===== src/rtl/spq_pkg.sv =====
// ============================================================================
// spq_pkg
// Shared types and codes for the stable sorted priority queue: request and
// result payloads, command codes and result status codes.
// ============================================================================
package spq_pkg;

    // Command codes
    localparam logic CMD_ENQ = 1'b0;
    localparam logic CMD_DEQ = 1'b1;

    // Result status codes
    typedef logic [1:0] t_status;
    localparam t_status ST_OK    = 2'd0;
    localparam t_status ST_EMPTY = 2'd1;
    localparam t_status ST_FULL  = 2'd2;

    // Request payload
    typedef struct packed {
        logic        command;
        logic [15:0] entry_tag;
        logic [7:0]  entry_age;
        logic [7:0]  entry_priority;
    } t_in;

    // Result payload
    typedef struct packed {
        t_status     status;
        logic        out_valid;
        logic [15:0] out_tag;
        logic [7:0]  out_age;
        logic [7:0]  out_priority;
        logic [4:0]  fill_level;
    } t_out;

endpackage


===== src/rtl/stable_priority_queue_top.sv =====
// ============================================================================
// stable_priority_queue_top
// Bounded priority queue kept sorted in a single-port-write circular memory.
// ============================================================================
// Usage:
//   Input channel (i_in_valid / o_in_ready / i_in_data) takes one request:
//   enqueue an entry or dequeue the front entry. Every request gives exactly
//   one result on the output channel (o_out_valid / i_out_ready / o_out_data)
//   with a status: ok, empty (dequeue with nothing held) or full (enqueue
//   dropped). Smaller priority leaves first; equal priorities keep arrival
//   order.
//   Entries live in a circular memory with a head pointer, so a dequeue is a
//   single read. An enqueue walks from the tail toward the head, reading one
//   entry and writing it one slot back each cycle until the insert point.
//   A new request is accepted only once the last one has left the sequencer;
//   an enqueue also shifts each held entry with a larger priority, one per
//   cycle through the memory's read port.
//   Results sit in an output register; the block accepts the next request
//   while a result waits there. If the receiver stalls with a result still
//   waiting, the next result holds in the block and no request is accepted.
//   Reset empties the queue; memory contents are not cleared (entries are
//   only read after they are written).
// ============================================================================
module stable_priority_queue_top #(
    parameter int QUEUE_DEPTH   = 16,
    parameter int TAG_BITS      = 16,
    parameter int PRIORITY_BITS = 8
) (
    input  logic         i_clk,
    input  logic         i_rst_n,
    input  logic         i_in_valid,
    output logic         o_in_ready,
    input  spq_pkg::t_in i_in_data,
    output logic         o_out_valid,
    input  logic         i_out_ready,
    output spq_pkg::t_out o_out_data
);
    import spq_pkg::*;

    localparam int AW = $clog2(QUEUE_DEPTH);
    localparam int CW = $clog2(QUEUE_DEPTH + 1);
    localparam int TW = (TAG_BITS < 16) ? TAG_BITS : 16;
    localparam int PW = (PRIORITY_BITS < 8) ? PRIORITY_BITS : 8;

    typedef struct packed {
        logic [TW-1:0] tag;
        logic [7:0]    age;
        logic [PW-1:0] prio;
    } t_entry;

    typedef enum logic [2:0] {
        S_IDLE,
        S_ENQ_CMP,
        S_ENQ_PUT,
        S_DEQ_WAIT,
        S_RESULT
    } t_state;

    // Logical queue position to physical memory address
    function automatic logic [AW-1:0] phys(input logic [AW-1:0] head,
                                           input logic [CW-1:0] pos);
        logic [CW:0] sum;
        sum = (CW+1)'(head) + (CW+1)'(pos);
        if (sum >= (CW+1)'(QUEUE_DEPTH)) begin
            sum = sum - (CW+1)'(QUEUE_DEPTH);
        end
        return sum[AW-1:0];
    endfunction

    t_state        r_state, n_state;
    logic [AW-1:0] r_head, n_head;
    logic [CW-1:0] r_count, n_count;
    logic [CW-1:0] r_idx, n_idx;
    t_entry        r_new, n_new;
    t_out          r_res, n_res;
    logic          r_out_valid, n_out_valid;
    t_out          r_out, n_out;

    // Memory port signals
    logic          mem_we;
    logic [AW-1:0] mem_waddr;
    t_entry        mem_wdata;
    logic          mem_re;
    logic [AW-1:0] mem_raddr;
    t_entry        r_rdata;
    t_entry        mem [QUEUE_DEPTH];

    logic accept;
    logic out_free;

    assign o_in_ready  = (r_state == S_IDLE);
    assign accept      = i_in_valid && o_in_ready;
    assign out_free    = !r_out_valid || i_out_ready;
    assign o_out_valid = r_out_valid;
    assign o_out_data  = r_out;

    // Entry memory: one write, one registered read
    always_ff @(posedge i_clk) begin
        if (mem_we) begin
            mem[mem_waddr] <= mem_wdata;
        end
        if (mem_re) begin
            r_rdata <= mem[mem_raddr];
        end
    end

    // Sequencer and memory control
    always_comb begin
        n_state     = r_state;
        n_head      = r_head;
        n_count     = r_count;
        n_idx       = r_idx;
        n_new       = r_new;
        n_res       = r_res;
        n_out_valid = r_out_valid && !i_out_ready;
        n_out       = r_out;
        mem_we      = 1'b0;
        mem_waddr   = phys(r_head, r_idx);
        mem_wdata   = r_new;
        mem_re      = 1'b0;
        mem_raddr   = r_head;

        case (r_state)
            S_IDLE: begin
                if (accept) begin
                    n_new.tag  = TW'(i_in_data.entry_tag);
                    n_new.age  = i_in_data.entry_age;
                    n_new.prio = PW'(i_in_data.entry_priority);
                    n_res      = '0;
                    if (i_in_data.command == CMD_DEQ) begin
                        if (r_count == '0) begin
                            n_res.status = ST_EMPTY;
                            n_state      = S_RESULT;
                        end else begin
                            mem_re    = 1'b1;
                            mem_raddr = r_head;
                            n_state   = S_DEQ_WAIT;
                        end
                    end else if (r_count == CW'(QUEUE_DEPTH)) begin
                        n_res.status     = ST_FULL;
                        n_res.fill_level = 5'(r_count);
                        n_state          = S_RESULT;
                    end else if (r_count == '0) begin
                        n_idx   = '0;
                        n_state = S_ENQ_PUT;
                    end else begin
                        // Start at the tail: compare with the last entry
                        n_idx     = r_count;
                        mem_re    = 1'b1;
                        mem_raddr = phys(r_head, r_count - 1'b1);
                        n_state   = S_ENQ_CMP;
                    end
                end
            end

            S_ENQ_CMP: begin
                mem_we    = 1'b1;
                mem_waddr = phys(r_head, r_idx);
                if (r_rdata.prio > r_new.prio) begin
                    // Larger priority moves one slot back
                    mem_wdata = r_rdata;
                    n_idx     = r_idx - 1'b1;
                    if (r_idx == CW'(1)) begin
                        n_state = S_ENQ_PUT;
                    end else begin
                        mem_re    = 1'b1;
                        mem_raddr = phys(r_head, r_idx - CW'(2));
                    end
                end else begin
                    // Insert point found
                    mem_wdata        = r_new;
                    n_count          = r_count + 1'b1;
                    n_res.status     = ST_OK;
                    n_res.fill_level = 5'(n_count);
                    n_state          = S_RESULT;
                end
            end

            S_ENQ_PUT: begin
                mem_we           = 1'b1;
                mem_waddr        = phys(r_head, r_idx);
                mem_wdata        = r_new;
                n_count          = r_count + 1'b1;
                n_res.status     = ST_OK;
                n_res.fill_level = 5'(n_count);
                n_state          = S_RESULT;
            end

            S_DEQ_WAIT: begin
                n_count            = r_count - 1'b1;
                n_head             = (r_head == AW'(QUEUE_DEPTH - 1)) ? '0 : r_head + 1'b1;
                n_res.status       = ST_OK;
                n_res.out_valid    = 1'b1;
                n_res.out_tag      = 16'(r_rdata.tag);
                n_res.out_age      = r_rdata.age;
                n_res.out_priority = 8'(r_rdata.prio);
                n_res.fill_level   = 5'(n_count);
                n_state            = S_RESULT;
            end

            S_RESULT: begin
                if (out_free) begin
                    n_out_valid = 1'b1;
                    n_out       = r_res;
                    n_state     = S_IDLE;
                end
            end

            default: begin
                n_state = S_IDLE;
            end
        endcase
    end

    // State and registered outputs
    always_ff @(posedge i_clk) begin
        if (!i_rst_n) begin
            r_state     <= S_IDLE;
            r_head      <= '0;
            r_count     <= '0;
            r_out_valid <= 1'b0;
        end else begin
            r_state     <= n_state;
            r_head      <= n_head;
            r_count     <= n_count;
            r_out_valid <= n_out_valid;
        end
        r_idx <= n_idx;
        r_new <= n_new;
        r_res <= n_res;
        r_out <= n_out;
    end

endmodule


===== config.mk =====
export PLATFORM = sky130hd
export DESIGN_NAME = stable_priority_queue_top
export DESIGN_NICKNAME = d
export VERILOG_FILES = /design/src/rtl/spq_pkg.sv /design/src/rtl/stable_priority_queue_top.sv
export SDC_FILE = /design/constraint.sdc
export NUM_CORES = 1
export LEC_CHECK = 0
export BUFFER_PORTS_ARGS = -buffer_cell sky130_fd_sc_hd__clkbuf_2
export CORE_UTILIZATION = 56
export DETAILED_ROUTE_END_ITERATION = 12
export HOLD_SLACK_MARGIN = 0.03
export PLACE_DENSITY = 0.73
export RECOVER_POWER = 25
export SYNTH_ARGS = -nofsm -noshare
export SYNTH_HDL_FRONTEND = slang
export SYNTH_SLANG_ARGS = --single-unit

===== constraint.sdc =====
create_clock -name i_clk -period 5.4 [get_ports i_clk]
set_clock_uncertainty 0.2 [all_clocks]
set_input_delay 0.27 -clock i_clk [delete_from_list [all_inputs] [get_ports i_clk]]
set_output_delay 0.27 -clock i_clk [all_outputs]
set_load 0.005 [all_outputs]

==> reports/metrics.cfg, run 1 <==
[clocking]
cts_tree=built
clk_pin_slew_ns=0.06
clkLatencyLatePin_ns=0.60
cts_max_level=3
root_buffer=clkbuf_16
cts_buffers=69
cts_buffer_depth=3
post_cts_resized=0
cts.sinks=674

[critical_path]
crit_chain=inv_1, ha_1, or4b_1, o211ai_1, a31o_2, or3_4, nand2_8, buf_4, mux2_1, a2111oi_0, o211ai_1
critical-path-max-stage-delay_ns=0.53
cp_common_cell=o211ai_1
required_ns=5.50
crit_fanout=66
worstSetupPathType=flip-flop to flip-flop
critPathCaptureType=flip-flop
path_buf_inv=2
slowest_stage=a2111oi_0
cp-start-kind=flip-flop
crit_arrival_ns=4.94
crit_family=simple AND/OR/NAND/NOR gates

[sta]
slew_viol_final=242
rsz0062_at_grt=no
layout_min_cycle_time_ns=4.84
worst_slew_pin_slew_ns=2.74
min_period_over_period_pct=89.6
setup_viol=0
final_hold_viol_count=0
clock.fmax_ghz=0.207
tns_ns=0
slew_headroom_pct=-82.9

[synthesis]
synth_flop_cell=edfxtp_1
yosys.area.top_type=edfxtp_1
synth_top_area_share_pct=72.4
synth_async_sr_flop_share_pct=0
ys_warn_count=0
synth_fp_nets=1846
yosysUniqueCellTypes=66
synth.cell_area_um2=27400
synth-edff-count=661
synth.avg_cell_area_um2=15.4
synth_area_leaders=edfxtp_1 72%, a2111oi_0 4.1%, mux2i_1 2.4%
synth-seq-cells=674
synthCells=1782
seq_area_frac_synth_pct=73.3

[die]
coreArea_um2=48000
core.rowCount=80
dieHeight_um=223
ios=79
die_x_um=223
initial_core_util_pct=57.1
die-area_um2=49900

[grt]
grt_max_degree=97
antenna_found_initial=0
track_usage_pct=26.7
grt_pass1_vias=16700
grt_pass1_wl_mm=100
grt_overflow=0

[layout]
layout_common_cells=661 x edfxtp_1, 128 x a2111oi_0, 108 x o21ai_0
fin_cells=2562
layout_commonest_cell=edfxtp_1
final_nets=1957
area_growth_pct=13.7
layout-drive-gt1-share_pct=13.9

[run]
maxCapViolCount=9

[route]
viasPerCell=6.49
drt_iter0_markers=2046
drc_errors=0
antenna_left=0
drt_first_pass_iters=8
wl_per_cell_um=25.7
vias=16600
routed_wirelength_mm=65.7

[power_and_ir_drop]
p_leak_nw=10.5
ir_drop_uv=331
cellPowerDensity_nw_per_um2=459

[place]
place.gp.congestion=0.848
dp_hpwl_mm=36.6
place.port_buffers=78
dp.cells=2399

[hold_path]
hp-class=primary input to flip-flop

[outcome]
violations=capacitance limit, slew limit
status=finished with violations

synthesized netlist by cell type, drive strengths merged (4+ instances only):
library cell  count
edfxtp          661
a2111oi         128
o21ai           110
nand2           108
nand3           106
clkbuf           98
a21oi            87
mux2i            65
mux2             63
and2             37
buf              34
o211ai           34
a22o             33
nor2             33
o22a             33
ha               24
inv              23
dfxtp            13
xor2             13
xnor2            10
nor2b             6
nor3              6
a21boi            4
nand4             4
or2               4
or3               4
sequential cells by signal, indices dropped and copies added (netlist names):
signal	cells
mem	512
o_out_data	40
r_res	40
r_new	32
r_rdata	32
r_count	5
r_idx	5
r_head	4
r_state	3
o_out_valid	1
power by group:
| group | switching, W | internal, W | total, W |
|---|---|---|---|
| sequential | 0.000175 | 0.00666 | 0.00683 |
| clock | 0.00193 | 0.00275 | 0.00468 |
| combinational | 0.00197 | 0.000830 | 0.00280 |
through the flow:
| step | total power [W] | instance area [um^2] | util (%) | hold slack [ns] | worst slack [ns] |
|---|---|---|---|---|---|
| 2_1_floorplan | 0.00863 | 27400 | - | 0.169 | 1.29 |
| 3_3_place_gp | 0.00960 | 28700 | 59.7 | 0.202 | 0.732 |
| 3_5_place_dp | 0.00970 | 28700 | 59.7 | 0.205 | 0.595 |
| 4_1_cts | 0.0144 | 31300 | 65.1 | 0.166 | 0.544 |
| 5_1_grt | 0.0148 | 31200 | 64.9 | 0.187 | 0.285 |
| 6_report | 0.0143 | 31200 | 64.9 | 0.191 | 0.564 |
what timing repair did:
item / in CTS / in global routing
buffers inserted: 0 / 0
hold endpoints to repair: 47 / 0
hold buffers: 38 / 0
layer usage:
layer / track usage [%] / vias up / routed length, um
li1: - / 7320 / -
met1: 36.0 / 8408 / 26400
met2: 44.7 / 746 / 32800
met3: 3.70 / 143 / 4540
met4: 9.68 / 0 / 1920
met5: 0 / - / 0
worst paths after layout:
path	from	to	slack, ns	cells after the start
max	r_idx[1]	r_rdata[21]	0.56	11
min	i_in_data[17]	r_new[17]	0.19	2
max reg2reg	r_idx[1]	r_rdata[21]	0.56	11
min reg2reg	r_res[19]	o_out_data[19]	0.21	0
logic make-up (layout without fill, tap and decap cells):
kind of cell / count (synthesis) / in the layout / synth area share, %
flops: 674 / 674 / 73.3
fa+ha+maj: 27 / 27 / 1.31
simple gates: 320 / 320 / 5.71
other cells: 0 / 1 / 0
xor+xnor: 23 / 23 / 0.734
mux: 128 / 128 / 4.96
compound gates: 454 / 454 / 11.6
buf+inv: 156 / 320 / 2.35
area by class of cell:
class                           count  area, um^2
Clock buffer                       78        1810
Fill cell                        3312       16800
Timing Repair Buffer              172        1160
Sequential cell                   674       20100
Antenna cell                        1        2.50
Clock inverter                     46         419
Inverter                           24        90.1
Tap cell                          615         769
Multi-Input combinational cell    952        6830
Power figures use the tool's default switching activity.
==> run 2: changes to the inputs <==
--- a/config.mk
+++ b/config.mk
@@ -9,7 +9,8 @@
 export CORE_UTILIZATION = 56
 export DETAILED_ROUTE_END_ITERATION = 12
 export HOLD_SLACK_MARGIN = 0.03
-export PLACE_DENSITY = 0.73
+export MAX_ROUTING_LAYER = met4
+export PLACE_DENSITY = 0.8
 export RECOVER_POWER = 25
 export SYNTH_ARGS = -nofsm -noshare
 export SYNTH_HDL_FRONTEND = slang
==> run 2 against run 1 <==
Net effect: the flow still finishes with violations (capacitance limit, slew limit); first-iteration DRC count increased by 7.0%; design area down 0.57%; combinational power increased by 2%; non-clock buffer count shrank 4; via count up 2.3%; critical path type unchanged; worst hold slack worse by 0.0096 ns; largest cell class unchanged; largest power group unchanged.
==> reports/metrics.cfg, run 2 (synthesized netlist as in run 1, its figures left out) <==
[place]
dp_hpwl_mm=36.1  ; -1.5%
place.gp.congestion=0.861  ; +1.5%
dp.cells=2395  ; -0.17%
place.port_buffers=78  ; unchanged

[sta]
layout_min_cycle_time_ns=4.76  ; -0.0802 ns
final_hold_viol_count=0  ; unchanged
setup_viol=0  ; unchanged
rsz0062_at_grt=no
clock.fmax_ghz=0.210  ; +1.7%
min_period_over_period_pct=88.1  ; -1.5 points
slew_viol_final=246  ; +1.7%
slew_headroom_pct=-97.2  ; -14 points
tns_ns=0  ; unchanged
whs_ns=0.182  ; -0.00960 ns
worst_slew_pin_slew_ns=2.96  ; +0.214 ns

[clocking]
root_buffer=clkbuf_16
cts_max_level=3  ; unchanged
cts.sinks=674  ; unchanged
clk_pin_slew_ns=0.06  ; about the same
cts_buffer_depth=3  ; unchanged
cts_buffers=67  ; -2.9%
clkLatencyLatePin_ns=0.61  ; about the same
cts_tree=built
post_cts_resized=0  ; unchanged

[run]
maxCapViolCount=8  ; -1

[layout]
area_growth_pct=13.1
layout_common_cells=661 x edfxtp_1, 128 x a2111oi_0, 108 x o21ai_0
fin_cells=2549  ; -0.51%
antennaDiodeCount=0  ; -1
regMostFlops=mem
final_nets=1951  ; -0.31%
largest_register_ffs=512  ; unchanged
layout_commonest_cell=edfxtp_1
layout-drive-gt1-share_pct=13.7  ; -0.22 points

[die]
die_x_um=223  ; unchanged
core.rowCount=80  ; unchanged
initial_core_util_pct=57.1  ; unchanged
ios=79  ; unchanged
die-area_um2=49900  ; unchanged
dieHeight_um=223  ; unchanged
coreArea_um2=48000  ; unchanged

[hold_path]
hp-start=i_in_data[28]
min_path_cells=2  ; unchanged
hp-class=primary input to flip-flop
min_to=r_new[28]

[power_and_ir_drop]
cellPowerDensity_nw_per_um2=455  ; -0.84%
p_leak_nw=10.4  ; -0.93%
ir_drop_uv=235  ; -29%

[route]
drt_iter0_markers=2189  ; +7.0%
viasPerCell=6.67  ; +2.8%
routed_wirelength_mm=68.0  ; +3.5%
vias=17000  ; +2.3%
drc_errors=0  ; unchanged
antenna_left=0  ; unchanged
drt_first_pass_iters=5  ; -3
wl_per_cell_um=26.7  ; +4.0%

[critical_path]
r2r_end=r_rdata[25]
cp-start-kind=flip-flop
worstSetupPathType=flip-flop to flip-flop
critical-path-max-stage-delay_ns=0.75  ; +0.22 ns
crit_chain=or4b_1, nor3_4, mux2i_1, o21ai_4, nand2_8, buf_4, mux2_1, a2111oi_0, o211ai_1
crit_family=simple AND/OR/NAND/NOR gates
r2r_start=r_state[2]
crit_arrival_ns=4.87  ; -0.07 ns
required_ns=5.51  ; about the same
ff2ff_path_depth=9  ; -2
critPathCaptureType=flip-flop
path_buf_inv=1  ; -1
crit_fanout=71  ; +7.6%
rrSetupSlack_ns=0.64  ; +0.08 ns
slowest_stage=or4b_1

[grt]
grt_overflow=0  ; unchanged
grt_pass1_vias=16800  ; +0.65%
grt_max_degree=97  ; unchanged
antenna_found_initial=1  ; +1
track_usage_pct=28.1  ; +1.4 points
grt_pass1_wl_mm=101  ; +1.1%

[outcome]
status=finished with violations
violations=capacitance limit, slew limit

## run 2: stage by stage
| step | util (%) | power [W] | cell area [um^2] | setup WS (ns) |
|---|---|---|---|---|
| floorplan | - | 0.00863 | 27400 | 1.29 |
| global placement | 59.7 | 0.00958 | 28700 | 0.814 |
| detailed placement | 59.7 | 0.00971 | 28700 | 0.813 |
| CTS | 64.7 | 0.0141 | 31100 | 0.789 |
| global route | 64.6 | 0.0145 | 31000 | 0.439 |
| finish | 64.6 | 0.0141 | 31000 | 0.644 |
## run 2: area by class of cell
class / instances / area [um^2]
sequential: 674 / 20100
timing repair buffer: 168 / 1160
fill: 3229 / 17000
clock buffer: 89 / 1800
multi-input combinational: 952 / 6850
tap: 615 / 769
clock inverter: 27 / 240
inverter: 24 / 90.1
## run 2: worst max path at each step
stage	start	endpoint	cells past startpoint	slack, ns
floorplan	r_count[0]	r_rdata[0]	6	1.29
global placement	r_state[2]	r_rdata[25]	9	0.81
detailed placement	r_state[2]	r_rdata[24]	9	0.81
CTS	r_count[0]	r_rdata[17]	14	0.79
global route	r_state[2]	r_rdata[25]	9	0.44
finish	r_state[2]	r_rdata[25]	9	0.64
## run 2: worst register-to-register path, cell delays in order, from the launching register on
cell and delay [ns]:
dfxtp_1 0.48, or4b_1 0.76, nor3_4 0.34, mux2i_1 0.46, o21ai_4 0.16, nand2_8 0.50
buf_4 0.47, mux2_1 0.39, a2111oi_0 0.52, o211ai_1 0.18
## run 2: report_power, final
group / internal, W / switching (W) / total [W]
sequential: 0.00666 / 0.000184 / 0.00684
clock: 0.00250 / 0.00192 / 0.00442
combinational: 0.000833 / 0.00202 / 0.00285
## run 2: layer usage
| layer | wire length (um) | vias up | global-route usage [%] |
|---|---|---|---|
| met3 | 6560 | 184 | 3.74 |
| met5 | 0 | - | - |
| met1 | 25100 | 8415 | 36.0 |
| li1 | - | 7281 | - |
| met4 | 2200 | 0 | 11.4 |
| met2 | 34200 | 1119 | 45.9 |
## run 2: what timing repair did
| item | CTS | global route |
|---|---|---|
| hold buffers | 38 | 0 |
| setup buffers | 0 | 0 |
| hold endpoints to repair | 47 | 0 |
==> run 3: changes to the inputs <==
--- a/config.mk
+++ b/config.mk
@@ -5,12 +5,13 @@
 export SDC_FILE = /design/constraint.sdc
 export NUM_CORES = 1
 export LEC_CHECK = 0
+export ABC_AREA = 1
 export BUFFER_PORTS_ARGS = -buffer_cell sky130_fd_sc_hd__clkbuf_2
 export CORE_UTILIZATION = 56
 export DETAILED_ROUTE_END_ITERATION = 12
 export HOLD_SLACK_MARGIN = 0.03
 export MAX_ROUTING_LAYER = met4
-export PLACE_DENSITY = 0.8
+export PLACE_DENSITY = 0.77
 export RECOVER_POWER = 25
 export SYNTH_ARGS = -nofsm -noshare
 export SYNTH_HDL_FRONTEND = slang
==> run 3 against run 2 <==
Net effect: the flow still finishes with violations (capacitance limit, slew limit); critical endpoint is now r_rdata[31]; design area up 4.9%; largest cell class unchanged; clock-buffer cell count down 9; utilization down 0.26 points.
==> reports/metrics.cfg, run 3 <==
[die]
ios=79  ; unchanged
dieHeight_um=229  ; +2.7%
die-area_um2=52600  ; +5.4%
core.rowCount=82  ; +2.5%
die_x_um=229  ; +2.7%
coreArea_um2=50600  ; +5.3%
initial_core_util_pct=57.2  ; +0.087 points

[layout]
layout_commonest_cell=edfxtp_1
final_nets=2788  ; +43%
layout-drive-gt1-share_pct=8.84  ; -4.9 points
fillers=3639  ; +13%
largest_register_ffs=512  ; unchanged
antennaDiodeCount=0  ; unchanged
fin_util_pct=64.3  ; -0.26 points
fin_area_um2=32500  ; +4.9%
area_growth_pct=12.5
layout_common_cells=661 x edfxtp_1, 638 x nand2_1, 597 x nand3_1
regMostFlops=mem

[synthesis]
yosysUniqueCellTypes=37  ; -44%
synth.most_common_cell=edfxtp_1
ys_warn_count=0  ; unchanged
synth_top_area_share_pct=68.6  ; -3.7 points
synth.avg_cell_area_um2=11.1  ; -28%
synthCells=2617  ; +47%
synth_fp_nets=2681  ; +45%
seq_area_frac_synth_pct=69.5  ; -3.8 points
synth_area_leaders=edfxtp_1 69%, nand3_1 10%, nand2_1 8.3%
synth-edff-count=661  ; unchanged
synth_common_cells=661 x edfxtp_1, 637 x nand2_1, 598 x nand3_1
yosys.area.top_type=edfxtp_1
synth-seq-cells=674  ; unchanged
synth.cell_area_um2=28900  ; +5.4%
synth_async_sr_flop_share_pct=0  ; unchanged
synth_flop_cell=edfxtp_1

[route]
viasPerCell=5.76  ; -14%
drt_iter0_markers=2735  ; +25%
antenna_left=0  ; unchanged
wl_per_cell_um=20.6  ; -23%
drc_errors=0  ; unchanged
routed_wirelength_mm=71.0  ; +4.3%
drt_first_pass_iters=6  ; +1
vias=19800  ; +17%

[clocking]
cts_tree=built
clk_pin_slew_ns=0.06  ; about the same
clkLatencyLatePin_ns=0.60  ; about the same
cts_buffers=68  ; +1.5%
cts_buffer_depth=3  ; unchanged
ctsHoldBuffers=38  ; unchanged
cts_max_level=3  ; unchanged
post_cts_resized=0  ; unchanged
post_cts_buffers=0  ; unchanged
root_buffer=clkbuf_16
cts.sinks=674  ; unchanged

[grt]
grt_overflow=0  ; unchanged
track_usage_pct=28.2  ; +0.076 points
grt_pass1_wl_mm=110  ; +8.1%
grt_pass1_vias=19500  ; +16%
grt_max_degree=191  ; +97%
antenna_found_initial=0  ; -1

[sta]
worst_slew_pin_slew_ns=3.16  ; +0.201 ns
setup_viol=0  ; unchanged
setup_slack_ns=0.723  ; +0.0787 ns
slew_headroom_pct=-111  ; -14 points
final_hold_viol_count=0  ; unchanged
rsz0062_at_grt=no
whs_ns=0.190  ; +0.00828 ns
clock.fmax_ghz=0.214  ; +1.7%
tns_ns=0  ; unchanged
slew_viol_final=150  ; -39%
min_period_over_period_pct=86.6  ; -1.5 points
layout_min_cycle_time_ns=4.68  ; -0.0787 ns

[critical_path]
worstSetupPathType=flip-flop to flip-flop
cp-start-kind=flip-flop
crit_arrival_ns=4.75  ; -0.12 ns
critPathCaptureType=flip-flop
r2r_start=r_rdata[3]
required_ns=5.47  ; -0.04 ns
crit_fanout=22  ; -69%
startpoint=r_rdata[3]

[outcome]
violations=capacitance limit, slew limit
status=finished with violations

[hold_path]
hp-class=primary input to flip-flop
hp-start=i_in_data[12]

[power_and_ir_drop]
p_leak_nw=13.2  ; +28%
cellPowerDensity_nw_per_um2=624  ; +37%
ir_drop_uv=780  ; +230%

[place]
place.port_buffers=78  ; unchanged
place.gp.congestion=0.922  ; +7.2%
place_ws_ns=1.37  ; +0.561 ns
dp_hpwl_mm=37.7  ; +4.6%
place_area_um2=30100  ; +5.1%

[run]
maxCapViolCount=4  ; -4

[run 3: cell count changes after synthesis, sizes merged, moves of 37 or more]
| cell | delta |
|---|---|
| a2111oi | -126 |
| a21oi | -71 |
| and2 | -37 |
| buf | +87 |
| clkbuf | -74 |
| inv | +324 |
| mux2 | -63 |
| mux2i | -65 |
| nand2 | +534 |
| nand3 | +492 |
| nor2 | +43 |
| o21ai | -52 |
[run 3: worst max-delay path, cell delays in order, from the launching register on]
cell and delay [ns]:
edfxtp_1 0.43, ha_1 0.32, nand2_1 0.07, inv_1 0.08, nand2_1 0.05, nand2_1 0.06
nand2_1 0.05, nand2_1 0.10, nand2_1 0.11, nor2_1 1.08, nand2_1 0.50, nand2_2 0.84
buf_4 0.41
[run 3: cell type report]
cell class / count / area (um^2) / area share (%)
inverters: 347 / 1310 / 4.02
clock buffers: 80 / 1790 / 5.50
flip-flops and latches: 674 / 20100 / 61.8
multi-input cells: 1451 / 6890 / 21.2
well taps: 672 / 841 / 2.58
clock inverters: 38 / 312 / 0.958
repair buffers: 182 / 1280 / 3.93
[run 3: metal layers]
| metal | vias to the layer above | GRT usage, % | part of all wire, % |
|---|---|---|---|
| met4 | 0 | 11.2 | 3.4 |
| li1 | 9049 | - | - |
| met3 | 200 | 4.37 | 10 |
| met2 | 1176 | 44.8 | 48 |
| met1 | 9422 | 36.6 | 38 |
| met5 | - | - | 0 |
[run 3: worst paths after layout]
kind               endpoint  slack (ns)  depth (start not counted)
max             r_rdata[31]        0.72                         12
min               r_new[12]        0.19                          2
max reg2reg     r_rdata[31]        0.72                         12
min reg2reg  o_out_data[23]        0.22                          0
[run 3: logic make-up after synthesis]
family | count (synthesis) | synth area share (%)
buffers and inverters | 492 | 7.15
adders and majority gates | 27 | 1.25
AOI/OAI and AO/OA | 83 | 1.53
DFF | 674 | 69.5
xor gates and xnor gates | 17 | 0.515
and+or+nand+nor | 1324 | 20.0
[run 3: power by group]
part           total (W)  switching, W  internal (W)  leakage (nW)
combinational    0.00840       0.00623       0.00217          6.05
sequential       0.00739      0.000260       0.00713          6.14
clock            0.00450       0.00190       0.00260          1.03
[run 3: metrics by stage]
stage / cells / power (W)
CTS: 3444 / 0.0203
detailed placement: 3288 / 0.0157
global route: 3444 / 0.0215
finish: 3444 / 0.0203
global placement: 3288 / 0.0154
floorplan: 2617 / 0.0135
